[src/sv/arp_cache_with_aging_core_macros.svh]
// ----------------------------------------------------------------------------
// ARP cache assertion macros
// Concurrent assertion wrappers for the ARP cache back end.
// ----------------------------------------------------------------------------
`ifndef ARP_CACHE_WITH_AGING_CORE_MACROS_SVH
`define ARP_CACHE_WITH_AGING_CORE_MACROS_SVH

// assertion sampled on the rising clock, off while reset is high
`define ARP_ASSERT(lbl, clk, rst, prop, msg) \
  lbl: assert property (@(posedge clk) disable iff (rst) prop) else $error(msg);

// assertion that also holds during reset
`define ARP_ASSERT_ALWAYS(lbl, clk, prop, msg) \
  lbl: assert property (@(posedge clk) prop) else $error(msg);

`endif

[src/sv/arp_pkg.sv]
// ----------------------------------------------------------------------------
// ARP cache package
// Sizes, request codes and the queued request type.
// ----------------------------------------------------------------------------
`default_nettype none

package arp_pkg;

  localparam int ENTRIES = 8;
  localparam int IDX_W   = (ENTRIES > 1) ? $clog2(ENTRIES) : 1;

  localparam int QDEPTH  = 2;
  localparam int QPTR_W  = (QDEPTH > 1) ? $clog2(QDEPTH) : 1;
  localparam int QCNT_W  = $clog2(QDEPTH + 1);

  localparam logic [7:0] LIFETIME_RESET = 8'h80;

  localparam logic [1:0] REQ_LEARN  = 2'd0;
  localparam logic [1:0] REQ_LOOKUP = 2'd1;
  localparam logic [1:0] REQ_TICK   = 2'd2;

  typedef struct packed {
    logic [1:0]  req_type;
    logic [31:0] ip_addr;
    logic [47:0] mac_addr;
  } req_t;

endpackage

`default_nettype wire

[src/sv/arp_if.sv]
// ----------------------------------------------------------------------------
// ARP cache channels
// Request, response and configuration write channels.
// ----------------------------------------------------------------------------
`default_nettype none

interface arp_req_if;
  logic        valid;
  logic        ready;
  logic [1:0]  req_type;
  logic [31:0] ip_addr;
  logic [47:0] mac_addr;
  modport source (output valid, output req_type, output ip_addr, output mac_addr,
                  input ready);
  modport sink   (input valid, input req_type, input ip_addr, input mac_addr,
                  output ready);
endinterface

interface arp_rsp_if;
  logic        valid;
  logic        ready;
  logic        found;
  logic [47:0] mac_out;
  modport source (output valid, output found, output mac_out, input ready);
  modport sink   (input valid, input found, input mac_out, output ready);
endinterface

interface arp_cfg_if;
  logic       valid;
  logic       ready;
  logic [7:0] data;
  modport source (output valid, output data, input ready);
  modport sink   (input valid, input data, output ready);
endinterface

`default_nettype wire

[src/sv/arp_cache_with_aging_core.sv]
// ----------------------------------------------------------------------------
// ARP cache with aging, top level
// Lookup response is registered after the request passes the queue and the execute state.
// The back end pops a new request only after it has executed the last one.
// Synchronous reset clears valid bits, pointers and queue; reload value to 0x80.
// ----------------------------------------------------------------------------
`default_nettype none

module arp_cache_with_aging_core
  import arp_pkg::*;
(
  input  wire logic clk,
  input  wire logic rst,
  arp_req_if.sink   req,
  arp_rsp_if.source rsp,
  arp_cfg_if.sink   cfg
);

  logic q_push;
  logic q_pop;
  logic q_full;
  logic q_empty;
  req_t q_in;
  req_t q_out;

  arp_front u_front (
    .req    (req),
    .q_full (q_full),
    .q_push (q_push),
    .q_data (q_in)
  );

  arp_queue u_queue (
    .clk       (clk),
    .rst       (rst),
    .push      (q_push),
    .push_data (q_in),
    .full      (q_full),
    .pop       (q_pop),
    .pop_data  (q_out),
    .empty     (q_empty)
  );

  arp_back u_back (
    .clk     (clk),
    .rst     (rst),
    .q_empty (q_empty),
    .q_data  (q_out),
    .q_pop   (q_pop),
    .cfg     (cfg),
    .rsp     (rsp)
  );

endmodule

`default_nettype wire

[src/sv/arp_front.sv]
// ----------------------------------------------------------------------------
// ARP cache front end
// Takes requests, drops unused codes and pushes the rest into the queue.
// ----------------------------------------------------------------------------
`default_nettype none

module arp_front
  import arp_pkg::*;
(
  arp_req_if.sink    req,
  input  wire logic  q_full,
  output logic       q_push,
  output req_t       q_data
);

  logic keep;

  assign keep     = req.req_type inside {REQ_LEARN, REQ_LOOKUP, REQ_TICK};
  // unused code is taken and dropped without reaching the back end
  assign req.ready = !q_full;
  assign q_push   = req.valid && !q_full && keep;

  assign q_data.req_type = req.req_type;
  assign q_data.ip_addr  = req.ip_addr;
  assign q_data.mac_addr = req.mac_addr;

endmodule

`default_nettype wire

[src/sv/arp_queue.sv]
// ----------------------------------------------------------------------------
// ARP cache request queue
// Short FIFO between the front and back ends.
// ----------------------------------------------------------------------------
`default_nettype none

module arp_queue
  import arp_pkg::*;
(
  input  wire logic clk,
  input  wire logic rst,
  input  wire logic push,
  input  wire req_t push_data,
  output logic      full,
  input  wire logic pop,
  output req_t      pop_data,
  output logic      empty
);

  req_t              mem [QDEPTH];
  logic [QPTR_W-1:0] wr_ptr;
  logic [QPTR_W-1:0] rd_ptr;
  logic [QCNT_W-1:0] count;

  assign full     = (count == QCNT_W'(QDEPTH));
  assign empty    = (count == '0);
  assign pop_data = mem[rd_ptr];

  always_ff @(posedge clk) begin
    if (push) begin
      mem[wr_ptr] <= push_data;
    end
  end

  always_ff @(posedge clk) begin
    if (rst) begin
      wr_ptr <= '0;
      rd_ptr <= '0;
      count  <= '0;
    end else begin
      if (push) begin
        wr_ptr <= (wr_ptr == QPTR_W'(QDEPTH - 1)) ? '0 : wr_ptr + 1'b1;
      end
      if (pop) begin
        rd_ptr <= (rd_ptr == QPTR_W'(QDEPTH - 1)) ? '0 : rd_ptr + 1'b1;
      end
      if (push && !pop) begin
        count <= count + 1'b1;
      end else if (pop && !push) begin
        count <= count - 1'b1;
      end
    end
  end

endmodule

`default_nettype wire

[src/sv/arp_back.sv]
// ----------------------------------------------------------------------------
// ARP cache back end
// Holds the table, runs learn, lookup and aging tick, drives responses.
// ----------------------------------------------------------------------------
`default_nettype none

`include "arp_cache_with_aging_core_macros.svh"

module arp_back
  import arp_pkg::*;
(
  input  wire logic clk,
  input  wire logic rst,
  input  wire logic q_empty,
  input  wire req_t q_data,
  output logic      q_pop,
  arp_cfg_if.sink   cfg,
  arp_rsp_if.source rsp
);

  localparam logic S_IDLE = 1'b0;
  localparam logic S_EXEC = 1'b1;

  logic              state;
  req_t              op;
  logic [7:0]        lifetime_reload;

  logic [ENTRIES-1:0] entry_valid;
  logic [7:0]         entry_lifetime [ENTRIES];
  logic [31:0]        entry_ip       [ENTRIES];
  logic [47:0]        entry_mac      [ENTRIES];
  logic [IDX_W-1:0]   replace_pointer;

  logic               out_valid;
  logic               out_found;
  logic [47:0]        out_mac;

  logic [ENTRIES-1:0] hit;
  logic               hit_any;
  logic               free_any;
  logic [IDX_W-1:0]   hit_idx;
  logic [IDX_W-1:0]   free_idx;
  logic [IDX_W-1:0]   tgt_idx;
  logic [IDX_W-1:0]   replace_next;

  assign cfg.ready   = 1'b1;
  assign rsp.valid   = out_valid;
  assign rsp.found   = out_found;
  assign rsp.mac_out = out_mac;

  // a lookup is popped only if the response slot is free by the time it runs
  assign q_pop = (state == S_IDLE) && !q_empty &&
                 ((q_data.req_type != REQ_LOOKUP) || !out_valid || rsp.ready);

  always_comb begin
    for (int k = 0; k < ENTRIES; k++) begin
      hit[k] = entry_valid[k] && (entry_ip[k] == op.ip_addr);
    end
  end

  always_comb begin
    hit_idx  = '0;
    free_idx = '0;
    for (int k = ENTRIES - 1; k >= 0; k--) begin
      if (hit[k]) begin
        hit_idx = IDX_W'(k);
      end
      if (!entry_valid[k]) begin
        free_idx = IDX_W'(k);
      end
    end
  end

  assign hit_any      = |hit;
  assign free_any     = !(&entry_valid);
  assign tgt_idx      = hit_any ? hit_idx : (free_any ? free_idx : replace_pointer);
  assign replace_next = (replace_pointer == IDX_W'(ENTRIES - 1)) ? '0
                                                                  : replace_pointer + 1'b1;

  // table payload, no reset needed: entries are gated by the valid bits
  always_ff @(posedge clk) begin
    if (state == S_IDLE && q_pop) begin
      op <= q_data;
    end
    if (state == S_EXEC) begin
      case (op.req_type)
        REQ_LEARN: begin
          entry_lifetime[tgt_idx] <= lifetime_reload;
          entry_ip[tgt_idx]       <= op.ip_addr;
          entry_mac[tgt_idx]      <= op.mac_addr;
        end
        REQ_LOOKUP: begin
          out_found <= hit_any;
          out_mac   <= hit_any ? entry_mac[hit_idx] : '0;
        end
        REQ_TICK: begin
          for (int k = 0; k < ENTRIES; k++) begin
            if (entry_valid[k] && (entry_lifetime[k] != '0)) begin
              entry_lifetime[k] <= entry_lifetime[k] - 1'b1;
            end
          end
        end
        default: begin
        end
      endcase
    end
  end

  always_ff @(posedge clk) begin
    if (rst) begin
      state           <= S_IDLE;
      entry_valid     <= '0;
      replace_pointer <= '0;
      out_valid       <= 1'b0;
      lifetime_reload <= LIFETIME_RESET;
    end else begin
      if (cfg.valid) begin
        lifetime_reload <= cfg.data;
      end
      if (out_valid && rsp.ready) begin
        out_valid <= 1'b0;
      end
      case (state)
        S_IDLE: begin
          if (q_pop) begin
            state <= S_EXEC;
          end
        end
        S_EXEC: begin
          state <= S_IDLE;
          case (op.req_type)
            REQ_LEARN: begin
              entry_valid[tgt_idx] <= 1'b1;
              if (!hit_any && !free_any) begin
                replace_pointer <= replace_next;
              end
            end
            REQ_LOOKUP: begin
              out_valid <= 1'b1;
            end
            REQ_TICK: begin
              for (int k = 0; k < ENTRIES; k++) begin
                if (entry_valid[k] && (entry_lifetime[k] == '0)) begin
                  entry_valid[k] <= 1'b0;
                end
              end
            end
            default: begin
            end
          endcase
        end
        default: begin
          state <= S_IDLE;
        end
      endcase
    end
  end

  `ARP_ASSERT(a_learn_lands, clk, rst,
    (state == S_EXEC && op.req_type == REQ_LEARN) |=>
    (entry_valid[$past(tgt_idx)] && entry_ip[$past(tgt_idx)] == $past(op.ip_addr)),
    "learned address not present in its entry")
  `ARP_ASSERT(a_rsp_from_lookup, clk, rst,
    $rose(out_valid) |-> $past(state == S_EXEC && op.req_type == REQ_LOOKUP),
    "response raised without a lookup")
  `ARP_ASSERT(a_miss_mac_zero, clk, rst,
    (out_valid && !out_found) |-> (out_mac == '0),
    "miss response carries a nonzero MAC")
  `ARP_ASSERT(a_pop_idle, clk, rst,
    q_pop |-> (state == S_IDLE),
    "queue popped while executing")

endmodule

`default_nettype wire
[src/flat_wrapper.sv]
// flat-port wrapper written by rule: the top's interface ports become plain ports
module arp_cache_with_aging_core_flat import arp_pkg::*;
  (clk, rst, req_valid, req_req_type, req_ip_addr, req_mac_addr, req_ready, rsp_valid, rsp_found, rsp_mac_out, rsp_ready, cfg_valid, cfg_data, cfg_ready);
  arp_req_if req_i ();
  arp_rsp_if rsp_i ();
  arp_cfg_if cfg_i ();
  input  wire logic clk;
  input  wire logic rst;
  input wire logic [$bits(req_i.valid)-1:0] req_valid;
  input wire logic [$bits(req_i.req_type)-1:0] req_req_type;
  input wire logic [$bits(req_i.ip_addr)-1:0] req_ip_addr;
  input wire logic [$bits(req_i.mac_addr)-1:0] req_mac_addr;
  output wire logic [$bits(req_i.ready)-1:0] req_ready;
  output wire logic [$bits(rsp_i.valid)-1:0] rsp_valid;
  output wire logic [$bits(rsp_i.found)-1:0] rsp_found;
  output wire logic [$bits(rsp_i.mac_out)-1:0] rsp_mac_out;
  input wire logic [$bits(rsp_i.ready)-1:0] rsp_ready;
  input wire logic [$bits(cfg_i.valid)-1:0] cfg_valid;
  input wire logic [$bits(cfg_i.data)-1:0] cfg_data;
  output wire logic [$bits(cfg_i.ready)-1:0] cfg_ready;
  assign req_i.valid = req_valid;
  assign req_i.req_type = req_req_type;
  assign req_i.ip_addr = req_ip_addr;
  assign req_i.mac_addr = req_mac_addr;
  assign req_ready = req_i.ready;
  assign rsp_valid = rsp_i.valid;
  assign rsp_found = rsp_i.found;
  assign rsp_mac_out = rsp_i.mac_out;
  assign rsp_i.ready = rsp_ready;
  assign cfg_i.valid = cfg_valid;
  assign cfg_i.data = cfg_data;
  assign cfg_ready = cfg_i.ready;
  arp_cache_with_aging_core u_core (.clk(clk), .rst(rst), .req(req_i), .rsp(rsp_i), .cfg(cfg_i));
endmodule
[config.mk]
export PLATFORM = sky130hd
export DESIGN_NAME = arp_cache_with_aging_core_flat
export DESIGN_NICKNAME = d
export VERILOG_FILES = /design/src/sv/arp_pkg.sv /design/src/sv/arp_if.sv /design/src/sv/arp_cache_with_aging_core.sv /design/src/sv/arp_front.sv /design/src/sv/arp_queue.sv /design/src/sv/arp_back.sv /design/src/flat_wrapper.sv
export VERILOG_INCLUDE_DIRS = /design/src /design/src/sv
export SDC_FILE = /design/constraint.sdc
export NUM_CORES = 1
export LEC_CHECK = 0
export ABC_CLOCK_PERIOD_IN_PS = 9200
export CORE_MARGIN = 4
export CORE_UTILIZATION = 55
export DETAILED_ROUTE_END_ITERATION = 16
export DONT_BUFFER_PORTS = 1
export GPL_ROUTABILITY_DRIVEN = 0
export HOLD_SLACK_MARGIN = 0.02
export PLACE_DENSITY = 0.76
export SLEW_MARGIN = 20
export SYNTH_ARGS = -nofsm -noshare
export SYNTH_HDL_FRONTEND = slang
export SYNTH_SLANG_ARGS = --single-unit
[constraint.sdc]
create_clock -name clk -period 9.2 [get_ports clk]
set_clock_uncertainty 0.15 [all_clocks]
set_input_delay 1.84 -clock clk [delete_from_list [all_inputs] [get_ports clk]]
set_output_delay 1.84 -clock clk [all_outputs]
set_load 0.02 [all_outputs]
==> metrics.md, run 1 <==
| Metric | Value |
|---|---|
| Hold depth | `2` |
| Setup_tns | `0 ns` |
| Final setup vio count | `0` |
| Largest net degree at the start of global routing | `75` |
| Antenna viol nets, final | `0` |
| TritonCTS clock tree | `built` |
| CTS Hold Bufs | `0` |
| CP Max Fanout | `67` |
| #FFs+latches synth | `1025` |
| Detailed Place HPWL | `56.7 mm` |
| DR pass1 iterations | `6` |
| Req. time, crit path | `9.42 ns` |
| Die area | `79300 um^2` |
| Iter 0 DRT Violations | `2681` |
| Post-synth ARST share | `0%` |
| Power per Cell Area | `268 nW/um^2` |
| Synth unique cells | `63` |
| PortBufs | `0` |
| Site row count | `100` |
| Clock sink count | `1025` |
| DRC | `0` |
| Syn avg cell area | `16.6 um^2` |
| Synth Instances | `2474` |
| Worst reg-to-reg path cell count | `12` |
| Starting Density | `55.4%` |
| Final worst-path cycle share | `67.3%` |
| Register-to-Register Setup Slack | `3.01 ns` |
| Worst-path clk slew | `0.06 ns` |
| Maximum vdd drop | `0.274 mV` |
| Total Wirelength | `91.5 mm` |
| Die Y | `282 um` |
| Finished Cell Area | `45400 um^2` |
| Tightest Pin Transition | `1.13 ns` |
| Global-route wire length before repair | `135 mm` |
| GRT Total Usage | `22.7%` |
| MaxCap Viol Count | `0` |
| Post-Syn Nets | `2588` |
| Worst Setup Path Type | `reg2reg` |
| Area delta synth->final | `10.4%` |
| Synth area leader | `edfxtp_1` |
| H-tree levels | `3` |
| Clock Tree Buf Depth | `3` |
| Vias in the first global route | `21400` |
| Routed wire per std cell | `25.8 um` |
| EDFF count, synth | `999` |
| GR Overflow Total | `0` |
| Clk_lat worst skew | `0.67 ns` |
| Period minus WS final | `6.19 ns` |
| Initial antenna violation count | `0` |
| Final Max Tran Viols | `0` |
| Root Buffer | `clkbuf_16` |
| Ant. Diodes | `0` |
| Warning count from the yosys run | `0` |
| Max Clk Rate | `162 MHz` |
| Endpoints failing hold | `0` |
| Slew HR | `24.3%` |
| Ports | `147` |
| Die Width | `282 um` |
| Area share of the largest cell type after synthesis | `72.9%` |
| Status | `finished clean` |
| Startpoint Class | `flip-flop` |
| Hold_ws | `0.379 ns` |
| Reg-to-reg endpoint | `u_core.u_back.rsp.mac_out[11]` |
| Fillers | `5246` |
| Worst Hold End | `u_core.u_queue.count[1]` |
| Final net count | `2601` |
| CP Capture Type | `flip-flop` |
| Placed insts | `3352` |
| R2r startpoint | `u_core.u_back.op[68]` |
| Top post-synthesis cells by area | `edfxtp_1 73%, xor2_1 4.2%, mux2i_1 4.1%` |
| Post-CTS setup buffer count | `0` |
| Hold_sp | `u_core.u_queue.count[1]` |
| P_leak | `15.6 nW` |
| RSZ-0062 raised after global routing | `false` |
| Ys flop type | `edfxtp_1` |
| DR vias | `21900` |
| Finished Layout Cells | `3540` |
| CTS buffer count | `101` |
| Worst Path Arrival | `6.41 ns` |
| Area post-placement | `42000 um^2` |
| Power Total | `12.2 mW` |
| Hold Path Class | `reg2reg` |
| Share of cells above drive strength 1 | `11.5%` |
| Seq/Total Area, Yosys | `74.2%` |
| Core ar. | `74300 um^2` |
| Detail-routed via count per cell | `6.19` |
| Post-CTS Resized | `0` |
| Area of the mapped netlist | `41100 um^2` |
==> placed cells by master, fill, tap and decap left out, types with 39 or more instances in the layout <==
cell type / Yosys / final
edfxtp_1: 999 / 999
xor2_1: 195 / 195
mux2i_1: 168 / 168
nand2_1: 116 / 115
xnor2_1: 112 / 112
clkbuf_16: 0 / 101
nor4_1: 93 / 93
mux2_2: 81 / 81
nor2_1: 72 / 72
o21ai_0: 66 / 66
inv_1: 54 / 47
nand4_1: 42 / 42
o22a_1: 39 / 39
o221ai_1: 39 / 39
==> metrics by stage <==
step,setup slack [ns],util [%]
floorplan,2.26,-
global placement,3.13,56.5
detailed placement,3.00,56.5
CTS,2.90,61.1
global route,2.83,61.1
finish,3.01,61.1
==> how the worst max path moves through the flow <==
stage,endpoint,cells past startpoint,slack (ns),from
4_1_cts,u_core.u_back.rsp.mac_out[11],11,2.90,u_core.u_back.op[53]
3_5_place_dp,u_core.u_back.rsp.mac_out[11],11,3.00,u_core.u_back.op[68]
3_3_place_gp,u_core.u_back.rsp.mac_out[18],11,3.13,u_core.u_back.op[55]
6_report,u_core.u_back.rsp.mac_out[11],12,3.01,u_core.u_back.op[68]
2_1_floorplan,u_core.u_queue.count[1],6,2.26,rsp_ready
5_1_grt,u_core.u_back.rsp.mac_out[4],12,2.83,u_core.u_back.op[53]
==> metal layers <==
metal	routed length, um	part of all wire (%)	up-vias	GRT usage (%)
li1	-	-	9565	-
met1	36800	40	11000	31.7
met2	42700	47	1101	35.7
met3	8310	9.1	238	4.85
met4	3640	4.0	0	8.73
met5	0	0	-	0
==> power by group <==
group          internal [mW]  total [mW]  switching [mW]
sequential              5.94        6.63           0.699
combinational          0.453        1.34           0.885
clock                   2.46        4.19            1.73
total                   8.85        12.2            3.32
==> critical path, stage by stage, from the launching register on <==
cell and delay (ns):
edfxtp_1 0.99, xor2_1 0.18, nor4_1 0.37, nand4_1 0.25
or4_1 0.62, nand2_1 0.11, o311a_4 0.71, buf_4 0.49
buf_16 0.33, buf_4 0.91, mux2i_1 0.33, o22a_1 0.18
o221ai_1 0.11
==> Yosys cell counts (14+ instances only) <==
library cell	n
buf_4	14
mux2_2	81
nor2b_1	21
xnor2_1	112
a211oi_1	33
nand2_1	116
ha_1	19
nor3_1	22
nor2_1	72
o21ai_0	66
mux2i_1	168
edfxtp_1	999
nand3_1	23
inv_1	54
clkbuf_1	49
o22a_1	39
buf_2	36
dfxtp_1	26
nor4_1	93
o221ai_1	39
xor2_1	195
nand4_1	42
a21oi_1	14
==> sequential cells by signal, indices dropped and copies added, names as in the netlist, named ones only <==
register / flops
u_core.u_back.entry_ip: 256
u_core.u_back.entry_lifetime: 64
u_core.u_back.entry_mac: 384
u_core.u_back.entry_valid: 8
u_core.u_back.lifetime_reload: 8
u_core.u_back.op: 82
u_core.u_back.replace_pointer: 3
u_core.u_back.rsp.found: 1
u_core.u_back.rsp.mac_out: 48
u_core.u_back.rsp.valid: 1
u_core.u_back.state: 1
u_core.u_queue.count: 2
u_core.u_queue.mem: 164
u_core.u_queue.rd_ptr: 1
u_core.u_queue.wr_ptr: 1
==> kinds of logic (layout without fill, tap and decap cells) <==
group	count (synthesis)	count (layout)	synth area share (%)
DFF	1025	1025	74.2
and+or+nand+nor	464	464	6.08
xor gates and xnor gates	307	307	6.53
muxes	249	249	6.30
AOI/OAI and AO/OA	241	241	4.34
buffers and inverters	168	265	1.99
adders and majority gates	19	19	0.578
other	1	1	0.00911
==> layout make-up <==
cell class              instances  area, um^2  area share, %
well taps                     969        1210           2.67
inverters                      54         211          0.465
flip-flops and latches       1025       30500           67.2
multi-input cells            1281        9870           21.7
repair buffers                 24         200          0.441
clock buffers                 119        2590           5.71
clock inverters                68         820           1.80
Note: power is estimated with default switching activity, not from simulation.
==> run 2: changes to the inputs <==
--- a/config.mk
+++ b/config.mk
@@ -6,14 +6,15 @@
 export SDC_FILE = /design/constraint.sdc
 export NUM_CORES = 1
 export LEC_CHECK = 0
-export ABC_CLOCK_PERIOD_IN_PS = 9200
+export ABC_AREA = 1
+export ABC_CLOCK_PERIOD_IN_PS = 6300
 export CORE_MARGIN = 4
 export CORE_UTILIZATION = 55
 export DETAILED_ROUTE_END_ITERATION = 16
 export DONT_BUFFER_PORTS = 1
 export GPL_ROUTABILITY_DRIVEN = 0
 export HOLD_SLACK_MARGIN = 0.02
-export PLACE_DENSITY = 0.76
+export PLACE_DENSITY = 0.73
 export SLEW_MARGIN = 20
 export SYNTH_ARGS = -nofsm -noshare
 export SYNTH_HDL_FRONTEND = slang
==> constraint.sdc (replaced) <==
create_clock -name clk -period 6.3 [get_ports clk]
set_clock_uncertainty 0.15 [all_clocks]
set_input_delay 1.26 -clock clk [delete_from_list [all_inputs] [get_ports clk]]
set_output_delay 1.26 -clock clk [all_outputs]
set_load 0.02 [all_outputs]
==> run 2 against run 1 <==
Effect of this change: core utilization is 0.077 points higher; maximum frequency rose by 27%; non-clock buffer count increased by 22; sequential share of layout area down 5.5 points; sequential power is 44% higher; register-to-register slack got worse by 1.6 ns; combinational power grew 110%; largest power group unchanged.
==> metrics.md, run 2 <==
| Metric | Value |
|---|---|
| Setup_tns | `0 ns (unchanged)` |
| Period minus WS final | `4.88 ns (-1.31 ns)` |
| CTS buffer count | `103 (+2.0%)` |
| Maximum vdd drop | `0.271 mV (-1.3%)` |
| DR vias | `29500 (+35%)` |
| Share of cells above drive strength 1 | `9.98% (-1.5 points)` |
| Vias in the first global route | `28900 (+35%)` |
| DP Worst Slack | `1.60 ns (-1.40 ns)` |
| RSZ-0062 raised after global routing | `false` |
| Die Width | `294 um (+4.4%)` |
| Ys flop type | `edfxtp_1` |
| Die Y | `294 um (+4.4%)` |
| Clk_lat worst skew | `0.68 ns (about the same)` |
| Regs by FF count | `u_core.u_back.entry_mac x384, u_core.u_back.entry_ip x256, u_core.u_queue.mem x164` |
| Starting Density | `55.7% (+0.30 points)` |
| Site row count | `104 (+4.0%)` |
| Largest net degree at the start of global routing | `204 (+170%)` |
| Detailed Place HPWL | `69.1 mm (+22%)` |
| Global-route wire length before repair | `165 mm (+22%)` |
| Slew HR | `26.8% (+2.6 points)` |
| Die area | `86400 um^2 (+9.0%)` |
| Iter 0 DRT Violations | `3181 (+19%)` |
| Area share of the largest cell type after synthesis | `66.7% (-6.2 points)` |
| EDFF count, synth | `999 (unchanged)` |
| Synth Instances | `4042 (+63%)` |
| Post-Syn Nets | `4156 (+61%)` |
| Post-synth top cells | `999 x edfxtp_1, 996 x nand2_1, 503 x inv_1` |
| Ant. Diodes | `0 (unchanged)` |
| Final worst-path cycle share | `77.5% (+10 points)` |
| Clock Tree Buf Depth | `3 (unchanged)` |
| Post-synth ARST share | `0% (unchanged)` |
| Worst Path Arrival | `5.05 ns (-1.36 ns)` |
| Hold_ws | `0.304 ns (-0.0751 ns)` |
| Detail-routed via count per cell | `5.67 (-8.4%)` |
| DR pass1 iterations | `6 (unchanged)` |
| Clock sink count | `1025 (unchanged)` |
| Root Buffer | `clkbuf_16` |
| P_leak | `19.5 nW (+25%)` |
| Hold Path Class | `reg2reg` |
| Area of the mapped netlist | `45000 um^2 (+9.3%)` |
| GRT Total Usage | `25.0% (+2.2 points)` |
| CTS Hold Bufs | `0 (unchanged)` |
| Warning count from the yosys run | `0 (unchanged)` |
| Antenna viol nets, final | `0 (unchanged)` |
| Max FFs per register | `384 (unchanged)` |
| Final setup vio count | `0 (unchanged)` |
| Final net count | `4169 (+60%)` |
| Area occupied by multi-input gates | `11700 um^2 (+19%)` |
| CP Max Fanout | `64 (-4.5%)` |
| Most common cell after layout, fill and taps aside | `edfxtp_1` |
| PortBufs | `0 (unchanged)` |
| Endpoints failing hold | `0 (unchanged)` |
| Fin worst setup slack | `1.42 ns (-1.59 ns)` |
| Top reg by flops | `u_core.u_back.entry_mac` |
| Req. time, crit path | `6.47 ns (-2.95 ns)` |
| FF/Latch Area | `30500 um^2 (unchanged)` |
| Initial antenna violation count | `1 (+1)` |
| Syn avg cell area | `11.1 um^2 (-33%)` |
| #FFs+latches synth | `1025 (unchanged)` |
| Worst Setup Path Type | `reg2reg` |
| Top post-synthesis cells by area | `edfxtp_1 67%, nand2_1 8.3%, inv_1 4.2%` |
| Seq/Total Area, Yosys | `67.9% (-6.3 points)` |
| Startpoint Class | `flip-flop` |
| Worst-path clk slew | `0.06 ns (about the same)` |
| Status | `finished clean` |
| MaxCap Viol Count | `0 (unchanged)` |
| DRC | `0 (unchanged)` |
| Post-CTS Resized | `0 (unchanged)` |
| Max Clk Rate | `205 MHz (+27%)` |
| Fillers | `6224 (+19%)` |
| H-tree levels | `3 (unchanged)` |
| GR Overflow Total | `0 (unchanged)` |
| Area delta synth->final | `9.95%` |
| Synth area leader | `edfxtp_1` |
| Final Max Tran Viols | `0 (unchanged)` |
| Core ar. | `80800 um^2 (+8.7%)` |
| Tightest Pin Transition | `1.10 ns (-0.0384 ns)` |
| Synth unique cells | `49 (-22%)` |
| Post-CTS setup buffer count | `0 (unchanged)` |
| Routed wire per std cell | `21.0 um (-19%)` |
| Ports | `147 (unchanged)` |
| CP Capture Type | `flip-flop` |
| Power per Cell Area | `375 nW/um^2 (+40%)` |
| Total Wirelength | `109 mm (+19%)` |
| Top-count cell post-synth | `edfxtp_1` |
| Most frequent cells in the layout | `999 x edfxtp_1, 995 x nand2_1, 492 x inv_1` |
| Fin util | `61.2% (+0.077 points)` |
| TritonCTS clock tree | `built` |
## run 2: cell count changes in the layout (fill, tap and decap cells not counted), sizes merged, moves of 28 or more
cell / delta
xor2: -136
a211oi: -28
nand2: +887
inv: +479
o21ai: +86
o22a: -39
nor4: -82
mux2i: -168
or2: +87
nand3: +211
nor2: +283
o221ai: -38
xnor2: -57
nand4: +59
## run 2: cells by family after synthesis
family                   synth area share, %
XOR/XNOR                                2.22
flip-flops                              67.9
multiplexers                            2.05
AND/OR/NAND/NOR                         18.4
AO/OA/AOI/OAI                           2.78
other                                0.00834
adder cells (fa/ha/maj)                0.529
buffers and inverters                   6.17
## run 2: cell type report
class                   count  area share (%)
multi-input cells        2346            23.7
clock buffers             118            5.47
well taps                1060            2.68
clock inverters            71            1.42
repair buffers             46           0.951
flip-flops and latches   1025            61.7
inverters                 533            4.09
## run 2: through the flow
stage               total power, mW  cells  cell area (um^2)
floorplan                      11.1   4042             45000
global placement               12.4   5010             46000
detailed placement             12.5   5010             46000
CTS                            18.6   5199             49500
global route                   19.2   5199             49500
finish                         18.6   5199             49500
## run 2: worst paths after layout
check | slack [ns] | endpoint | depth (start not counted) | from
max reg2reg | 1.42 | u_core.u_back.entry_mac[6][31] | 19 | u_core.u_back.op[73]
max | 1.42 | u_core.u_back.entry_mac[6][31] | 19 | u_core.u_back.op[73]
min reg2reg | 0.30 | flip-flop | 1 | u_core.u_queue.rd_ptr
min | 0.30 | flip-flop | 1 | u_core.u_queue.rd_ptr
## run 2: where the power goes
| part | total (mW) | switching [mW] | internal, mW |
|---|---|---|---|
| registers | 9.56 | 0.901 | 8.66 |
| clock network | 6.13 | 2.56 | 3.57 |
| logic | 2.86 | 2.01 | 0.858 |
| total | 18.6 | 5.47 | 13.1 |
## run 2: worst max-delay path, stage by stage, from the launching register on
cell,delay (ns)
edfxtp_1,0.97
inv_1,0.41
nand2_1,0.26
nand2_1,0.09
inv_1,0.07
nand4_1,0.08
nor2_1,0.16
nand2_1,0.08
nor2_1,0.08
nand2_1,0.11
nand2_1,0.15
nand2_1,0.12
nand2_4,0.13
nand2_8,0.27
nand2_8,0.18
nand2_2,0.12
inv_2,0.11
nand2_1,0.13
inv_4,0.40
buf_12,0.37
## run 2: metal layers
metal / global-route usage, % / vias up / share of wire [%] / routed length (um)
met1: 32.3 / 14100 / 38 / 41600
met4: 11.9 / 0 / 5.2 / 5630
met2: 41.6 / 1471 / 48 / 51900
met5: 0 / - / 0 / 0
met3: 3.91 / 347 / 9.0 / 9820
li1: - / 13600 / - / -
